## src/rtl/qbe_pkg.sv

```systemverilog
`timescale 1ns / 1ps
`default_nettype none
package qbe_pkg;

  localparam int ISQ_STEPS = 29;
  localparam int CORDIC_STEPS = 32;

  localparam logic signed [33:0] ONE_Q28 = 34'sd268435456;
  localparam logic signed [32:0] TURN_EIGHTH = 33'sd536870912;
  localparam logic signed [32:0] TURN_QUARTER = 33'sd1073741824;
  localparam logic signed [32:0] TURN_HALF = 33'sd2147483648;
  localparam logic signed [31:0] OCTANT_MAX = 32'sd536870911;

  // binary-angle arctangent of 2^-i, 2^32 per turn
  localparam logic signed [31:0] ATAN_STEP [CORDIC_STEPS] = '{
    32'sd536870912, 32'sd316933406, 32'sd167458907, 32'sd85004756,
    32'sd42667331, 32'sd21354465, 32'sd10679838, 32'sd5340245,
    32'sd2670163, 32'sd1335087, 32'sd667544, 32'sd333772,
    32'sd166886, 32'sd83443, 32'sd41722, 32'sd20861,
    32'sd10430, 32'sd5215, 32'sd2608, 32'sd1304,
    32'sd652, 32'sd326, 32'sd163, 32'sd81,
    32'sd41, 32'sd20, 32'sd10, 32'sd5,
    32'sd3, 32'sd1, 32'sd1, 32'sd0
  };

  typedef logic signed [33:0] wide_t;

  // roll and yaw operands and the pitch argument riding along while the square root runs
  typedef struct packed {
    wide_t roll_num;
    wide_t roll_den;
    wide_t yaw_num;
    wide_t yaw_den;
    logic signed [29:0] arg;
  } carry_t;

  typedef struct packed {
    logic [57:0] rem;
    logic [57:0] root;
    carry_t      c;
  } isq_t;

  typedef struct packed {
    logic signed [55:0] x;
    logic signed [55:0] y;
    logic signed [31:0] z;
    logic swapped;
    logic xneg;
    logic yneg;
    logic zero;
    logic diag;
  } lane_t;

  // fold (x, y) into the first octant and scale up for the cordic
  function automatic lane_t prep(wide_t y, wide_t x);
    logic [32:0] ax;
    logic [32:0] ay;
    logic [32:0] mx;
    logic [32:0] mn;
    lane_t l;
    ax = x[33] ? 33'(-x) : x[32:0];
    ay = y[33] ? 33'(-y) : y[32:0];
    l.swapped = ay > ax;
    mx = l.swapped ? ay : ax;
    mn = l.swapped ? ax : ay;
    l.xneg = x[33];
    l.yneg = y[33];
    l.zero = mn == 33'd0;
    l.diag = mn == mx;
    l.x = 56'({mx, 20'd0});
    l.y = 56'({mn, 20'd0});
    l.z = '0;
    return l;
  endfunction

  // octant angle back to a full binary angle in (-2^31, 2^31]
  function automatic logic signed [32:0] unfold(lane_t l);
    logic signed [32:0] t;
    if (l.zero) t = '0;
    else if (l.diag) t = TURN_EIGHTH;
    else if (l.z < 32'sd1) t = 33'sd1;
    else if (l.z > OCTANT_MAX) t = 33'(OCTANT_MAX);
    else t = 33'(l.z);
    if (l.swapped) t = TURN_QUARTER - t;
    if (l.xneg) t = TURN_HALF - t;
    if (l.yneg) t = -t;
    return t;
  endfunction

endpackage
`default_nettype wire

```

## src/rtl/qbe_isqrt_cell.sv

```systemverilog
`timescale 1ns / 1ps
`default_nettype none
module qbe_isqrt_cell #(
  parameter int STEP = 0
) (
  input  wire logic         clk,
  input  wire logic         en,
  input  wire qbe_pkg::isq_t d,
  output qbe_pkg::isq_t      q
);

  localparam logic [57:0] BIT = 58'(1) << (56 - 2 * STEP);

  logic [57:0] trial;
  qbe_pkg::isq_t n;

  always_comb begin
    n = d;
    trial = d.root + BIT;
    if (d.rem >= trial) begin
      n.rem = d.rem - trial;
      n.root = (d.root >> 1) + BIT;
    end else begin
      n.root = d.root >> 1;
    end
  end

  always_ff @(posedge clk) begin
    if (en) q <= n;
  end

endmodule
`default_nettype wire

```

## config.mk

```make
export PLATFORM = sky130hd
export DESIGN_NAME = qbe_isqrt_cell
export DESIGN_NICKNAME = d
export VERILOG_FILES = /design/src/rtl/qbe_pkg.sv /design/src/rtl/qbe_isqrt_cell.sv
export SDC_FILE = /design/constraint.sdc
export NUM_CORES = 1
export LEC_CHECK = 0
export ABC_AREA = 1
export ABC_CLOCK_PERIOD_IN_PS = 2360
export BUFFER_PORTS_ARGS = -buffer_cell sky130_fd_sc_hd__buf_2
export CAP_MARGIN = 20
export CORE_AREA = 2 2 217 219
export CTS_CLUSTER_DIAMETER = 100
export CTS_CLUSTER_SIZE = 40
export DETAILED_ROUTE_END_ITERATION = 6
export DIE_AREA = 0 0 219 221
export PLACE_DENSITY = 0.61
export SLEW_MARGIN = 20
export SYNTH_ARGS = -nofsm -noshare
export SYNTH_HDL_FRONTEND = slang
export SYNTH_SLANG_ARGS = --single-unit
```

## constraint.sdc

```tcl
create_clock -name clk -period 2.36 [get_ports clk]
set_input_delay 0.236 -clock clk [delete_from_list [all_inputs] [get_ports clk]]
set_output_delay 0.236 -clock clk [all_outputs]
set_load 0.02 [all_outputs]
```

-- Yosys cells after proc, flatten, opt, wreduce, memory -nomap -nowiden
Index checks and enable logic that the tools add are counted.
- register bits after elaboration: 282
- bits of input ports: 284
- output and inout port bits: 282
- word-level logic and storage cells: 14
- add/subtract/negate cells: 3
- magnitude comparators: 1
- mux-type cells: 2
- operators by type and width (cell ; number):
    57-bit by 57-bit adder with 58-bit output, second input constant ; 1
    58-bit by 57-bit adder with 58-bit output, second input constant ; 1
    58-bit greater-or-equal comparator ; 1
    58-bit two-way mux ; 1
    58-bit subtractor ; 1
    57-bit two-way mux ; 1

-- Logic depth before layout (Yosys ltp)
- word-level depth: 3
- depth in mapped cells: 16

-- Worst setup path before layout
OpenSTA, ideal clock, no wires.
- path type: input port to flip-flop
- start: input port d[224] in the netlist's numbering
- end: register q[265] in the netlist's numbering (data pin)
- setup time: 0.253 ns
- arrival time: 1.919 ns
- required time: 2.107 ns
- slack: 0.188 ns
- stages: 14
- buffers on the path: 2
- cells stage by stage: inv_1 > ha_1 > inv_1 > fa_1 > nand3_1 > nand3_1 > nand2_1 > nand3_1 > nand2_2 > nand3_2 > buf_8 > buf_12 > nand3_1 > nand2_1
- RTL lines (item ; RTL line ; RTL):
    start: declaration ; qbe_isqrt_cell.sv:8 ; input wire qbe_pkg::isq_t d,
    end signal: assignment ; qbe_isqrt_cell.sv:29 ; if (en) q <= n;
    end: declaration ; qbe_isqrt_cell.sv:9 ; output qbe_pkg::isq_t q

==> metrics.csv <==
stage,metric,value,unit
outcome,status,"complete, no violations",
sta,worstMarginPinSlew,410.1,ps
worst_setup_path,crit_path_end_kind,register,
worst_setup_path,path_class,in -> reg,
grt,track_usage,27.99,%
floorplan,io_pins,566,
grt,grt_antenna_before_repair,7,
worst_setup_path,cp.arrival,2560,ps
detailed_routing,wl_per_cell,20.93,um
finish,nets,3071,
pwr,peakVddDrop,0.0005742,V
synthesis,ys_seq_area_share,56.63,%
cts,h-tree-depth,1,
sta,timing.final.crit_period,2288,ps
cts,clkSlewWorstSetupHoldPaths,120,ps
worst_setup_path,cp-start-kind,input pin,
synthesis,syn_nets,2039,
cts,cts_root_buf,clkbuf_16,
finish,area_growth,57.55,%
min_path,hold_path.class,in -> reg,
grt,grt_pass1_wl,99370,um
finish,final_cell_mix,"585 x nand2_1, 564 x buf_2, 377 x inv_1",
placement,placed_cells,3088,
synthesis,ys.flop_type,edfxtp_1,
cts,cts_tree,built,
synthesis,async_reset_ff_share,0,%
synthesis,yosysWarnings,0,
floorplan,start_util,32.47,%
finish,reg_top3,q x282,
flow_run,cap_violations,0,
sta,post-route-period-util,96.93,%
finish,design_area,0.02356,mm^2
floorplan,dieHeight,221,um
detailed_routing,dr.pass1.iters,5,
detailed_routing,detail_route.drc_violations,0,
synthesis,synth_edf_count,282,
worst_setup_path,cp_max_fo,12,
detailed_routing,viasPerCell,4.549,
cts,cts_max_path_buffers,3,
pwr,power_density,608.1,mW/mm^2
placement,gp_congestion,0.9730,
cts,cts_inserted_buffers,16,
synthesis,synthCells,1696,
sta,finalSetupViolations,0,
grt,grt_pass1_vias,15458,
sta,relSlewSlack,72.66,%
pwr,p_leak,0.01215,uW
detailed_routing,antenna_left,0,
min_path,hold_depth,2,
worst_setup_path,cp_data_required_time,2640,ps
finish,instances_no_fill,3351,
synthesis,avgSynthCellArea,8.817,um^2
detailed_routing,wl,70140,um
finish,layout-drive-gt1-share,32.94,%
finish,layout_commonest_cell,nand2_1,
finish,final_util,51.15,%
detailed_routing,vias,15244,
cts,numClockSinks,282,
detailed_routing,drt_iter0_drc,948,
sta,fin_ws,72.38,ps
floorplan,die_area,0.04840,mm^2
grt,grt_max_degree,62,
sta,fmax,0.4371,GHz
finish,largest_reg_flops,282,
synthesis,ys_seq_elements,282,
floorplan,core,0.04606,mm^2
placement,hpwlAfterDp,56310,um
placement,io_buffers,565,
floorplan,rows,79,
sta,slew_violations,0,
placement,pre_cts_slack,-243.1,ps
synthesis,syn-cell-area,0.01495,mm^2
floorplan,chipWidth,219,um
sta,timing.final.hold_violations,0,
placement,dpl_cell_area,0.02031,mm^2
synthesis,synth.distinct_cells,31,
grt,overflow,0,
finish,top_register,q,
-- per-layer routing --
layer / share of wire, % / track usage, %
met1: 43 / 36.05
met2: 49 / 49.85
met3: 6.0 / 4.000
met4: 2.1 / 5.514
met5: 0.048 / 0
-- where the power goes --
part | switching [uW] | leakage, uW | internal [uW] | total [uW]
Combinational | 2640 | 0.00908 | 1740 | 4380
Sequential | 169 | 0.00276 | 6080 | 6250
Clock | 2160 | 0.000310 | 1540 | 3700
Total | 4970 | 0.0121 | 9360 | 14300
-- metrics by stage --
stage                     power, uW  hold slack [ps]  setup TNS [ps]
after floorplan                8212            334.9               0
after global placement        10260            413.0           -9785
after detailed placement      10270            414.1           -9114
after CTS                     14310            1.883               0
after global routing          14950            18.35          -3.210
final                         14330            22.94               0
-- worst paths after layout --
check / startpoint / endpoint / slack, ps
worst max-delay path: d[281] / q[238] / 70
worst min-delay path: d[192] / q[191] / 20
-- critical path, cell delays in order --
cell           delay [ps]
dlygate4sd3_1         540
buf_2                 130
ha_1                  320
nand2_1               100
buf_4                 130
nor2_1                 50
a21oi_2               180
nand2_1               110
a21oi_4               170
nand3_4               130
buf_12                170
clkbuf_16             170
nand2_1                50
o21ai_0                80
-- area by class of cell --
type / count / area (um^2)
fillers: 4422 / 22500
flip-flops and latches: 282 / 8468
repair buffers: 1032 / 7074
multi-input cells: 1013 / 5125
inverters: 383 / 1438
well taps: 607 / 759.5
clock buffers: 17 / 425.4
clock inverters: 11 / 255.2
diodes: 6 / 15.01
-- synth_stat cells, drive strengths merged, types with 7 or more instances --
| library cell | number | share of area, % |
|---|---|---|
| nor2 | 101 | 2.8 |
| inv | 383 | 9.6 |
| buf | 15 | 0.67 |
| nand2 | 604 | 15 |
| nor3 | 16 | 0.54 |
| o21ai | 32 | 1.1 |
| nand3b | 7 | 0.35 |
| nand4 | 42 | 1.8 |
| nand3 | 73 | 2.8 |
| xor2 | 27 | 1.6 |
| edfxtp | 282 | 57 |
| ha | 58 | 4.9 |
| a21oi | 40 | 1.4 |
-- what timing repair did --
action | 4_1_cts | 5_1_grt
buffers inserted | 0 | 3
endpoints found under the setup margin | 0 | 59
hold buffers | 222 | 0
gates resized for setup | 0 | 48
hold endpoints to repair | 222 | 0
-- logic make-up after synthesis --
family / after synthesis / synth area share, %
AND/OR/NAND/NOR: 850 / 23.74
flip-flops: 282 / 56.63
XOR/XNOR: 30 / 1.757
buffers and inverters: 401 / 10.36
AO/OA/AOI/OAI: 74 / 2.535
adder cells (fa/ha/maj): 59 / 4.987
Power figures use the tool's default switching activity.
