<file path="src/rtl/qbe_pkg.sv">
`timescale 1ns / 1ps
`default_nettype none
package qbe_pkg;

  localparam int ISQ_STEPS = 29;
  localparam int CORDIC_STEPS = 32;

  localparam logic signed [33:0] ONE_Q28 = 34'sd268435456;
  localparam logic signed [32:0] TURN_EIGHTH = 33'sd536870912;
  localparam logic signed [32:0] TURN_QUARTER = 33'sd1073741824;
  localparam logic signed [32:0] TURN_HALF = 33'sd2147483648;
  localparam logic signed [31:0] OCTANT_MAX = 32'sd536870911;

  // binary-angle arctangent of 2^-i, 2^32 per turn
  localparam logic signed [31:0] ATAN_STEP [CORDIC_STEPS] = '{
    32'sd536870912, 32'sd316933406, 32'sd167458907, 32'sd85004756,
    32'sd42667331, 32'sd21354465, 32'sd10679838, 32'sd5340245,
    32'sd2670163, 32'sd1335087, 32'sd667544, 32'sd333772,
    32'sd166886, 32'sd83443, 32'sd41722, 32'sd20861,
    32'sd10430, 32'sd5215, 32'sd2608, 32'sd1304,
    32'sd652, 32'sd326, 32'sd163, 32'sd81,
    32'sd41, 32'sd20, 32'sd10, 32'sd5,
    32'sd3, 32'sd1, 32'sd1, 32'sd0
  };

  typedef logic signed [33:0] wide_t;

  // roll and yaw operands and the pitch argument riding along while the square root runs
  typedef struct packed {
    wide_t roll_num;
    wide_t roll_den;
    wide_t yaw_num;
    wide_t yaw_den;
    logic signed [29:0] arg;
  } carry_t;

  typedef struct packed {
    logic [57:0] rem;
    logic [57:0] root;
    carry_t      c;
  } isq_t;

  typedef struct packed {
    logic signed [55:0] x;
    logic signed [55:0] y;
    logic signed [31:0] z;
    logic swapped;
    logic xneg;
    logic yneg;
    logic zero;
    logic diag;
  } lane_t;

  // fold (x, y) into the first octant and scale up for the cordic
  function automatic lane_t prep(wide_t y, wide_t x);
    logic [32:0] ax;
    logic [32:0] ay;
    logic [32:0] mx;
    logic [32:0] mn;
    lane_t l;
    ax = x[33] ? 33'(-x) : x[32:0];
    ay = y[33] ? 33'(-y) : y[32:0];
    l.swapped = ay > ax;
    mx = l.swapped ? ay : ax;
    mn = l.swapped ? ax : ay;
    l.xneg = x[33];
    l.yneg = y[33];
    l.zero = mn == 33'd0;
    l.diag = mn == mx;
    l.x = 56'({mx, 20'd0});
    l.y = 56'({mn, 20'd0});
    l.z = '0;
    return l;
  endfunction

  // octant angle back to a full binary angle in (-2^31, 2^31]
  function automatic logic signed [32:0] unfold(lane_t l);
    logic signed [32:0] t;
    if (l.zero) t = '0;
    else if (l.diag) t = TURN_EIGHTH;
    else if (l.z < 32'sd1) t = 33'sd1;
    else if (l.z > OCTANT_MAX) t = 33'(OCTANT_MAX);
    else t = 33'(l.z);
    if (l.swapped) t = TURN_QUARTER - t;
    if (l.xneg) t = TURN_HALF - t;
    if (l.yneg) t = -t;
    return t;
  endfunction

endpackage
`default_nettype wire

</file>
<file path="src/rtl/qbe_cordic_cell.sv">
`timescale 1ns / 1ps
`default_nettype none
module qbe_cordic_cell #(
  parameter int STEP = 0
) (
  input  wire logic          clk,
  input  wire logic          en,
  input  wire qbe_pkg::lane_t d,
  output qbe_pkg::lane_t      q
);

  logic signed [55:0] dx;
  logic signed [55:0] dy;
  qbe_pkg::lane_t n;

  always_comb begin
    n = d;
    dx = d.y >>> STEP;
    dy = d.x >>> STEP;
    if (d.y > 56'sd0) begin
      n.x = d.x + dx;
      n.y = d.y - dy;
      n.z = d.z + qbe_pkg::ATAN_STEP[STEP];
    end else begin
      n.x = d.x - dx;
      n.y = d.y + dy;
      n.z = d.z - qbe_pkg::ATAN_STEP[STEP];
    end
  end

  always_ff @(posedge clk) begin
    if (en) q <= n;
  end

endmodule
`default_nettype wire

</file>
<file path="config.mk">
export PLATFORM = sky130hd
export DESIGN_NAME = qbe_cordic_cell
export DESIGN_NICKNAME = d
export VERILOG_FILES = /design/src/rtl/qbe_pkg.sv /design/src/rtl/qbe_cordic_cell.sv
export SDC_FILE = /design/constraint.sdc
export NUM_CORES = 1
export LEC_CHECK = 0
export BUFFER_PORTS_ARGS = -buffer_cell sky130_fd_sc_hd__buf_2
export CELL_PAD_IN_SITES_DETAIL_PLACEMENT = 0
export CELL_PAD_IN_SITES_GLOBAL_PLACEMENT = 1
export CORE_AREA = 2 2 242 244
export DETAILED_ROUTE_END_ITERATION = 12
export DIE_AREA = 0 0 244 246
export GPL_ROUTABILITY_DRIVEN = 1
export PLACE_DENSITY_LB_ADDON = 0.12
export SLEW_MARGIN = 10
export SYNTH_ARGS = -nofsm -noshare
export SYNTH_HDL_FRONTEND = slang
export SYNTH_SLANG_ARGS = --single-unit
export TNS_END_PERCENT = 100
</file>
<file path="constraint.sdc">
create_clock -name clk -period 3.8 [get_ports clk]
set_clock_uncertainty 0.05 [all_clocks]
set_input_delay 0.19 -clock clk [delete_from_list [all_inputs] [get_ports clk]]
set_output_delay 0.19 -clock clk [all_outputs]
set_load 0.02 [all_outputs]
</file>
== Word level (Yosys, flattened, before mapping) ==
Index checks and enable logic that the tools add are counted.

* Add/subtract/negate cells: 5
* Multipliers: 0
* Divide/modulo/power cells: 0
* Magnitude comparators: 1
* Equality and inequality tests: 0
* Shift-type cells: 0
* Mux-type cells: 1
* Bitwise operators: 0
* Reductions and logical operators: 0

{| class="wikitable"
|+ Operators by type and width
! operator !! number
|-
| $mux 144 || 1
|-
| $sub 56x56->56 || 2
|-
| $add 56x56->56 || 1
|-
| $gt 56x1->1 const B || 1
|-
| $add 32x31->32 const B || 1
|-
| $sub 32x31->32 const B || 1
|}

* Register bits: 149
* Bits in latches: 0
* Memory bits (writable): 0
* ROM bits: 0
* Input port bits: 151
* Output and inout bits: 149
* Word-level logic and storage cells: 15
* Memories kept: 0

== Longest topological paths before layout ==
Gate-level depths: netlist (run 1).

* Depth after elaboration: 2
* Mapped depth: 14
* Gate-level depth less buffers: 13

== Worst setup path before layout (run 1) ==
Ideal clock, no wire load.

* Kind: input -> register
* Start: in d[37] (netlist bit)
* End: reg q[145] (netlist bit), data pin
* Library setup time: 0.267 ns
* Data arrival time: 2.680 ns
* Data required time: 3.483 ns
* Setup slack: 0.803 ns
* Stages: 12
* Buffers on the path: 0
* Cells stage by stage: ha_1 fa_1 nor2b_1 o21ai_1 a21oi_1 o41a_2 o2111ai_2 nand3b_1 or4_1 nand2_1 o21ai_1 xnor2_1

{| class="wikitable"
|+ RTL lines
! item !! line !! text
|-
| from (decl) || qbe_cordic_cell.sv:8 || <nowiki>input wire qbe_pkg::lane_t d,</nowiki>
|-
| to (signal assigned) || qbe_cordic_cell.sv:32 || <nowiki>if (en) q <= n;</nowiki>
|-
| to (decl) || qbe_cordic_cell.sv:9 || <nowiki>output qbe_pkg::lane_t q</nowiki>
|}

==> results of run 1 <==
-- cell usage in the layout (no fill, tap or decap), drive strengths merged, types with 7 or more instances in the layout --
cell           n
o31ai         19
or3           11
edfxtp       148
nand2        108
o221ai         7
o21a          20
o2111ai        9
clkinv        17
a211oi        12
clkbuf        17
xor2          11
mux2i         20
a21o          33
a21oi        254
nor4          24
dlygate4sd3   36
nor2         140
o211ai        19
or2            7
ha           181
and2           7
nand3         34
and3           9
a21boi        14
o21ai        150
inv          181
xnor2         99
o21bai        48
buf          515
nor2b         19
nor3          37
nand4         38
a31oi         21
nand2b        10
-- through the flow --
step	total power [W]	TNS, ns	setup slack [ns]
global route	0.00749	0	0.166
floorplan	0.00393	0	0.803
finish	0.00714	0	0.266
global placement	0.00532	-2.14	-0.468
CTS	0.00720	0	0.0785
detailed placement	0.00530	-1.28	-0.456
-- logic make-up after synthesis --
logic type | synth area share
AO/OA/AOI/OAI | 0.268
XOR/XNOR | 0.0627
buffers and inverters | 0.0684
adder cells (fa/ha/maj) | 0.153
multiplexers | 0.0130
flip-flops | 0.289
AND/OR/NAND/NOR | 0.146
-- timing repair --
item,4_1_cts,5_1_grt
hold buffers,36,0
gates resized for setup,0,1
endpoints found under the setup margin,0,1
hold endpoints to repair,36,0
-- cell type report --
class                   count  area [um2]  area share
repair buffers            551        3530       0.176
clock inverters            15         181     0.00902
clock buffers              17         425      0.0211
flip-flops and latches    148        4440       0.221
inverters                 185         702      0.0349
multi-input cells        1436        9870       0.491
well taps                 765         957      0.0476
-- worst max-delay path by stage --
stage / from / endpoint / slack [ns] / cells after the start
4_1_cts: d[37] / q[89]$_DFFE_PP_ / 0.08 / 14
5_1_grt: d[37] / q[89]$_DFFE_PP_ / 0.17 / 14
6_report: d[37] / q[89]$_DFFE_PP_ / 0.27 / 14
3_5_place_dp: d[37] / q[89]$_DFFE_PP_ / -0.46 / 14
3_3_place_gp: d[37] / q[89]$_DFFE_PP_ / -0.47 / 14
2_1_floorplan: d[37] / q[145]$_DFFE_PP_ / 0.80 / 12
-- power by group through the flow --
| stage | Sequential [W] | Clock (W) | Combinational, W |
|---|---|---|---|
| 6_report | 0.00223 | 0.00182 | 0.00309 |
| 5_1_grt | 0.00226 | 0.00192 | 0.00332 |
| 4_1_cts | 0.00224 | 0.00188 | 0.00308 |
| 3_5_place_dp | 0.00227 | 0 | 0.00303 |
| 3_3_place_gp | 0.00227 | 0 | 0.00305 |
| 2_1_floorplan | 0.00255 | 0 | 0.00139 |
-- routing by layer --
metal / wire length [um] / share of wire
met5: 8 / 0.00011
met4: 1720 / 0.024
met2: 33700 / 0.46
met1: 34000 / 0.47
met3: 3310 / 0.046
==> reports/qor.yml, run 1 <==
run_status:
  status: "completed"
power:
  p_clk_frac: 0.255
  power_leakage_nw: 8.90
  power.switching_w: 0.00300
  internal_power_w: 0.00414
  switching_share: 0.420
  ir_worst_vdd_mv: 0.423
  comb_power_share: 0.432
  powerDensity_nw_per_um2: 355
  pwr-share-seq: 0.313
timing:
  finalHoldViolCount: 0
  slew_headroom: 0.345
  final-setup-viol-count: 0
  final-max-slew-violation-count: 0
  worst_pin_slew_ns: 0.969
  hold_slack_ns: 0.0486
  rsz0062_at_grt: "false"
  finalCriticalPeriod_ns: 3.53
  fmax_ghz: 0.283
  finalCritPeriodShare: 0.930
min_path:
  min_from: "d[36]"
  holdPathEnd: "q[36]$_DFFE_PP_"
  holdCritPathClass: "input pin to flop"
  whs_path_depth: 3
critical_path:
  crit_type: "input pin to flop"
  critPathSlowestCell: "a311oi_1"
  critPathArrivalTime_ns: 3.75
  crit_path_frequent_cell: "a21oi_1"
  cp_top_family: "compound AO/OA/AOI/OAI gates"
  start_kind: "input pin"
  crit_path_end_kind: "flop"
  slowest_delay_ns: 0.50
  cp_max_fo: 4
  critPathRequiredTime_ns: 4.01
  cp_cell_sequence: "buf_2 > inv_1 > ha_1 > fa_1 > and2b_1 > o211ai_1 > a311oi_1 > a21oi_1 > o31ai_4 > a21oi_1 > o311ai_1 > a211oi_1 > o21bai_1 > xnor2_1"
  critPathBufInv: 2
synthesis:
  yosys_warnings: 0
  synth_most_common_cell: "a21oi_1"
  yosys.area.top_type: "edfxtp_1"
  yosysSeqAreaShare: 0.289
  async_reset_ff_frac: 0
  synth_top_area_share: 0.289
  dominantRegCellSynth: "edfxtp_1"
  syn_area_um2: 15400
  yosys-top-cells-count: "a21oi_1, ha_1, inv_1, edfxtp_1, o21ai_0"
  yosys_register_bits: 148
  synth_area_leaders: "edfxtp_1, ha_1, a21oi_1"
  synth_nets: 2182
  yosysUniqueCellTypes: 87
  synthCells: 1846
  avgSynthCellArea_um2: 8.32
  synth_edf_count: 148
layout:
  area_growth_pct: 31.0
  largest_register_ffs: 148
  nets: 2675
  reg_top3: "q: 148 flops"
  layout-drive-gt1-share: 0.250
  fillers: 6113
  post-route-util: 0.351
  antenna_cells: 0
  layout.cells.non_filler: 3117
  fin_area_um2: 20100
  regMostFlops: "q"
clock_tree:
  cts_sinks: 148
  post_cts_buffers: 0
  cts_tree: "done"
  clk_path_buf_depth: 2
  root_buffer: "clkbuf_16"
  numCtsBuffers: 17
  h-tree-depth: 4
  clkTransAtPathRegs_ns: 0.08
floorplanning:
  fp.coreArea_um2: 57400
  pin_count: 300
  die_h_um: 246
  die-area_um2: 60000
  std_cell_rows: 88
  die-width_um: 244
  start_util: 0.268
global_routing:
  grt_max_degree: 62
  antenna_found_initial: 4
  track_usage: 0.238
  grt_pass1_vias: 16113
  met1_usage: 0.327
  grt_pass1_wl_um: 105000
  grt_use_met2: 0.390
  grt_util_met3: 0.0304
  overflow: 0
  grt.busiest_layer: "met2"
placement:
  port_buffers: 299
  dpl.cell_count: 3049
  routabilityCongestion: 0.916
  dp.final_hpwl_um: 60700
  place_area_um2: 19100
detailed_routing:
  vias: 16063
  viasPerCell: 5.15
  first_pass_iters: 5
  drt_iter0_drc: 1301
  ant_nets: 0
  drt_wl_total_um: 72800
  drcViolationCount: 0
  routedWlPerCell_um: 23.4
run:
  max_cap_violations: 0
Power figures use the tool's default switching activity.
==> inputs of run 2 (changes only) <==
CORE_AREA = 2 2 192 194   (was 2 2 242 244)
DIE_AREA = 0 0 194 196   (was 0 0 244 246)
==> run 2 against run 1 <==
Sequential share of layout area grew 0.81 points. Utilization up 19 points. Die area shrank 37%. Worst hold slack got worse by 0.021 ns. Final cell count fell by 11%. Non-clock buffer count shrank 48. Setup slack lost 0.053 ns. Total power shrank 1.7%. Via count is 0.50% higher. Critical endpoint unchanged. Highest routed layer is now met4.
==> reports/qor.yml, run 2 (same netlist as run 1, synthesis figures left out) <==
critical_path:
  crit_end: "q[89]$_DFFE_PP_"
  crit_path_end_kind: "flop"
  critPathLaunch: "d[37]"
  start_kind: "input pin"
  critPathRequiredTime_ns: 3.95
  cp_max_fo: 4
  crit_type: "input pin to flop"
  critPathArrivalTime_ns: 3.74
timing:
  finalCriticalPeriod_ns: 3.59
  fmax_ghz: 0.279
  hold_slack_ns: 0.0278
  finalCritPeriodShare: 0.944
  worst_pin_slew_ns: 0.921
  finalHoldViolCount: 0
  rsz0062_at_grt: "false"
  slew_headroom: 0.378
  final-max-slew-violation-count: 0
  final-setup-viol-count: 0
min_path:
  holdCritPathClass: "input pin to flop"
  min_from: "d[35]"
layout:
  most-common-layout-cells: "buf_2, a21oi_1, ha_1"
  regArea_um2: 4440
  largest_register_ffs: 148
  fin_area_um2: 19400
  nets: 2627
  layout-drive-gt1-share: 0.235
  area_growth_pct: 26.4
  multi_input_area_um2: 9870
  reg_top3: "q: 148 flops"
  fillers: 3501
  regMostFlops: "q"
  final_common_cell: "buf_2"
  post-route-util: 0.538
  antenna_cells: 0
placement:
  routabilityCongestion: 0.973
  dp.final_hpwl_um: 53500
  place_area_um2: 18400
  port_buffers: 299
detailed_routing:
  routedWlPerCell_um: 23.5
  drcViolationCount: 0
  ant_nets: 0
  first_pass_iters: 5
  drt_iter0_drc: 1629
  drt_wl_total_um: 65200
  vias: 16144
  viasPerCell: 5.82
floorplanning:
  pin_count: 300
  fp.coreArea_um2: 36100
  die-width_um: 194
  die-area_um2: 38000
  std_cell_rows: 70
  start_util: 0.425
  die_h_um: 196
power:
  comb_power_share: 0.427
  power.switching_w: 0.00292
  ir_worst_vdd_mv: 0.327
  power_leakage_nw: 8.68
  switching_share: 0.416
  pwr-share-seq: 0.315
  powerDensity_nw_per_um2: 362
  internal_power_w: 0.00411
  p_clk_frac: 0.258
global_routing:
  overflow: 0
  track_usage: 0.334
  grt_pass1_wl_um: 95900
  grt_pass1_vias: 15348
  antenna_found_initial: 0
  grt_max_degree: 73
clock_tree:
  clk_path_buf_depth: 2
  clkTransAtPathRegs_ns: 0.07
  h-tree-depth: 4
  numCtsBuffers: 17
  cts_tree: "done"
  post_cts_buffers: 0
  cts_sinks: 148
  root_buffer: "clkbuf_16"
run_status:
  status: "completed"
run:
  max_cap_violations: 0
## run 2: worst min-delay path by stage
stage / endpoint / cells after the start / slack, ns
after detailed placement: q[25]$_DFFE_PP_ / 1 / 0.32
after global placement: q[33]$_DFFE_PP_ / 1 / 0.32
final: q[35]$_DFFE_PP_ / 2 / 0.03
after CTS: q[35]$_DFFE_PP_ / 2 / 0.02
after floorplan: q[0]$_DFFE_PP_ / 0 / 0.24
after global routing: q[35]$_DFFE_PP_ / 2 / 0.03
## run 2: cell type report
type	instances	area share
well taps	468	0.0302
repair buffers	503	0.165
multi-input cells	1436	0.509
flip-flops and latches	148	0.229
clock buffers	17	0.0219
clock inverters	15	0.00929
inverters	185	0.0362
## run 2: critical path, stage by stage
cell and delay (ns):
buf_2 0.20, inv_1 0.07, ha_1 0.23, fa_1 0.40, and2b_1 0.23, o211ai_1 0.13
a311oi_2 0.40, a21oi_1 0.25, o31ai_2 0.45, a21oi_1 0.31, o311ai_1 0.43, a211oi_1 0.12
o21bai_1 0.18, xnor2_1 0.12
## run 2: per-layer routing
layer / share of wire / GRT usage
met1: 0.45 / 0.476
met3: 0.074 / 0.0399
met2: 0.45 / 0.527
met5: 0 / 0
met4: 0.031 / 0.106
## run 2: power groups by stage
stage          sequential, W  combinational [W]  clock [W]
6_report             0.00221            0.00300    0.00181
4_1_cts              0.00221            0.00295    0.00184
5_1_grt              0.00223            0.00320    0.00188
3_3_place_gp         0.00224            0.00291          0
3_5_place_dp         0.00224            0.00290          0
2_1_floorplan        0.00255            0.00139          0
## run 2: per-stage QoR
step	power (W)	std cells	setup slack (ns)	setup TNS (ns)
after detailed placement	0.00515	2705	-0.350	-0.809
after floorplan	0.00393	1846	0.803	0
after global placement	0.00515	2705	-0.314	-0.719
after CTS	0.00700	2772	0.131	0
after global routing	0.00731	2772	0.0891	0
final	0.00702	2772	0.212	0
## run 2: repair_timing
item                       CTS  global route
setup endpoints to repair    0             2
resized for setup            0             1
hold buffers                35             0
hold endpoints to repair    35             0
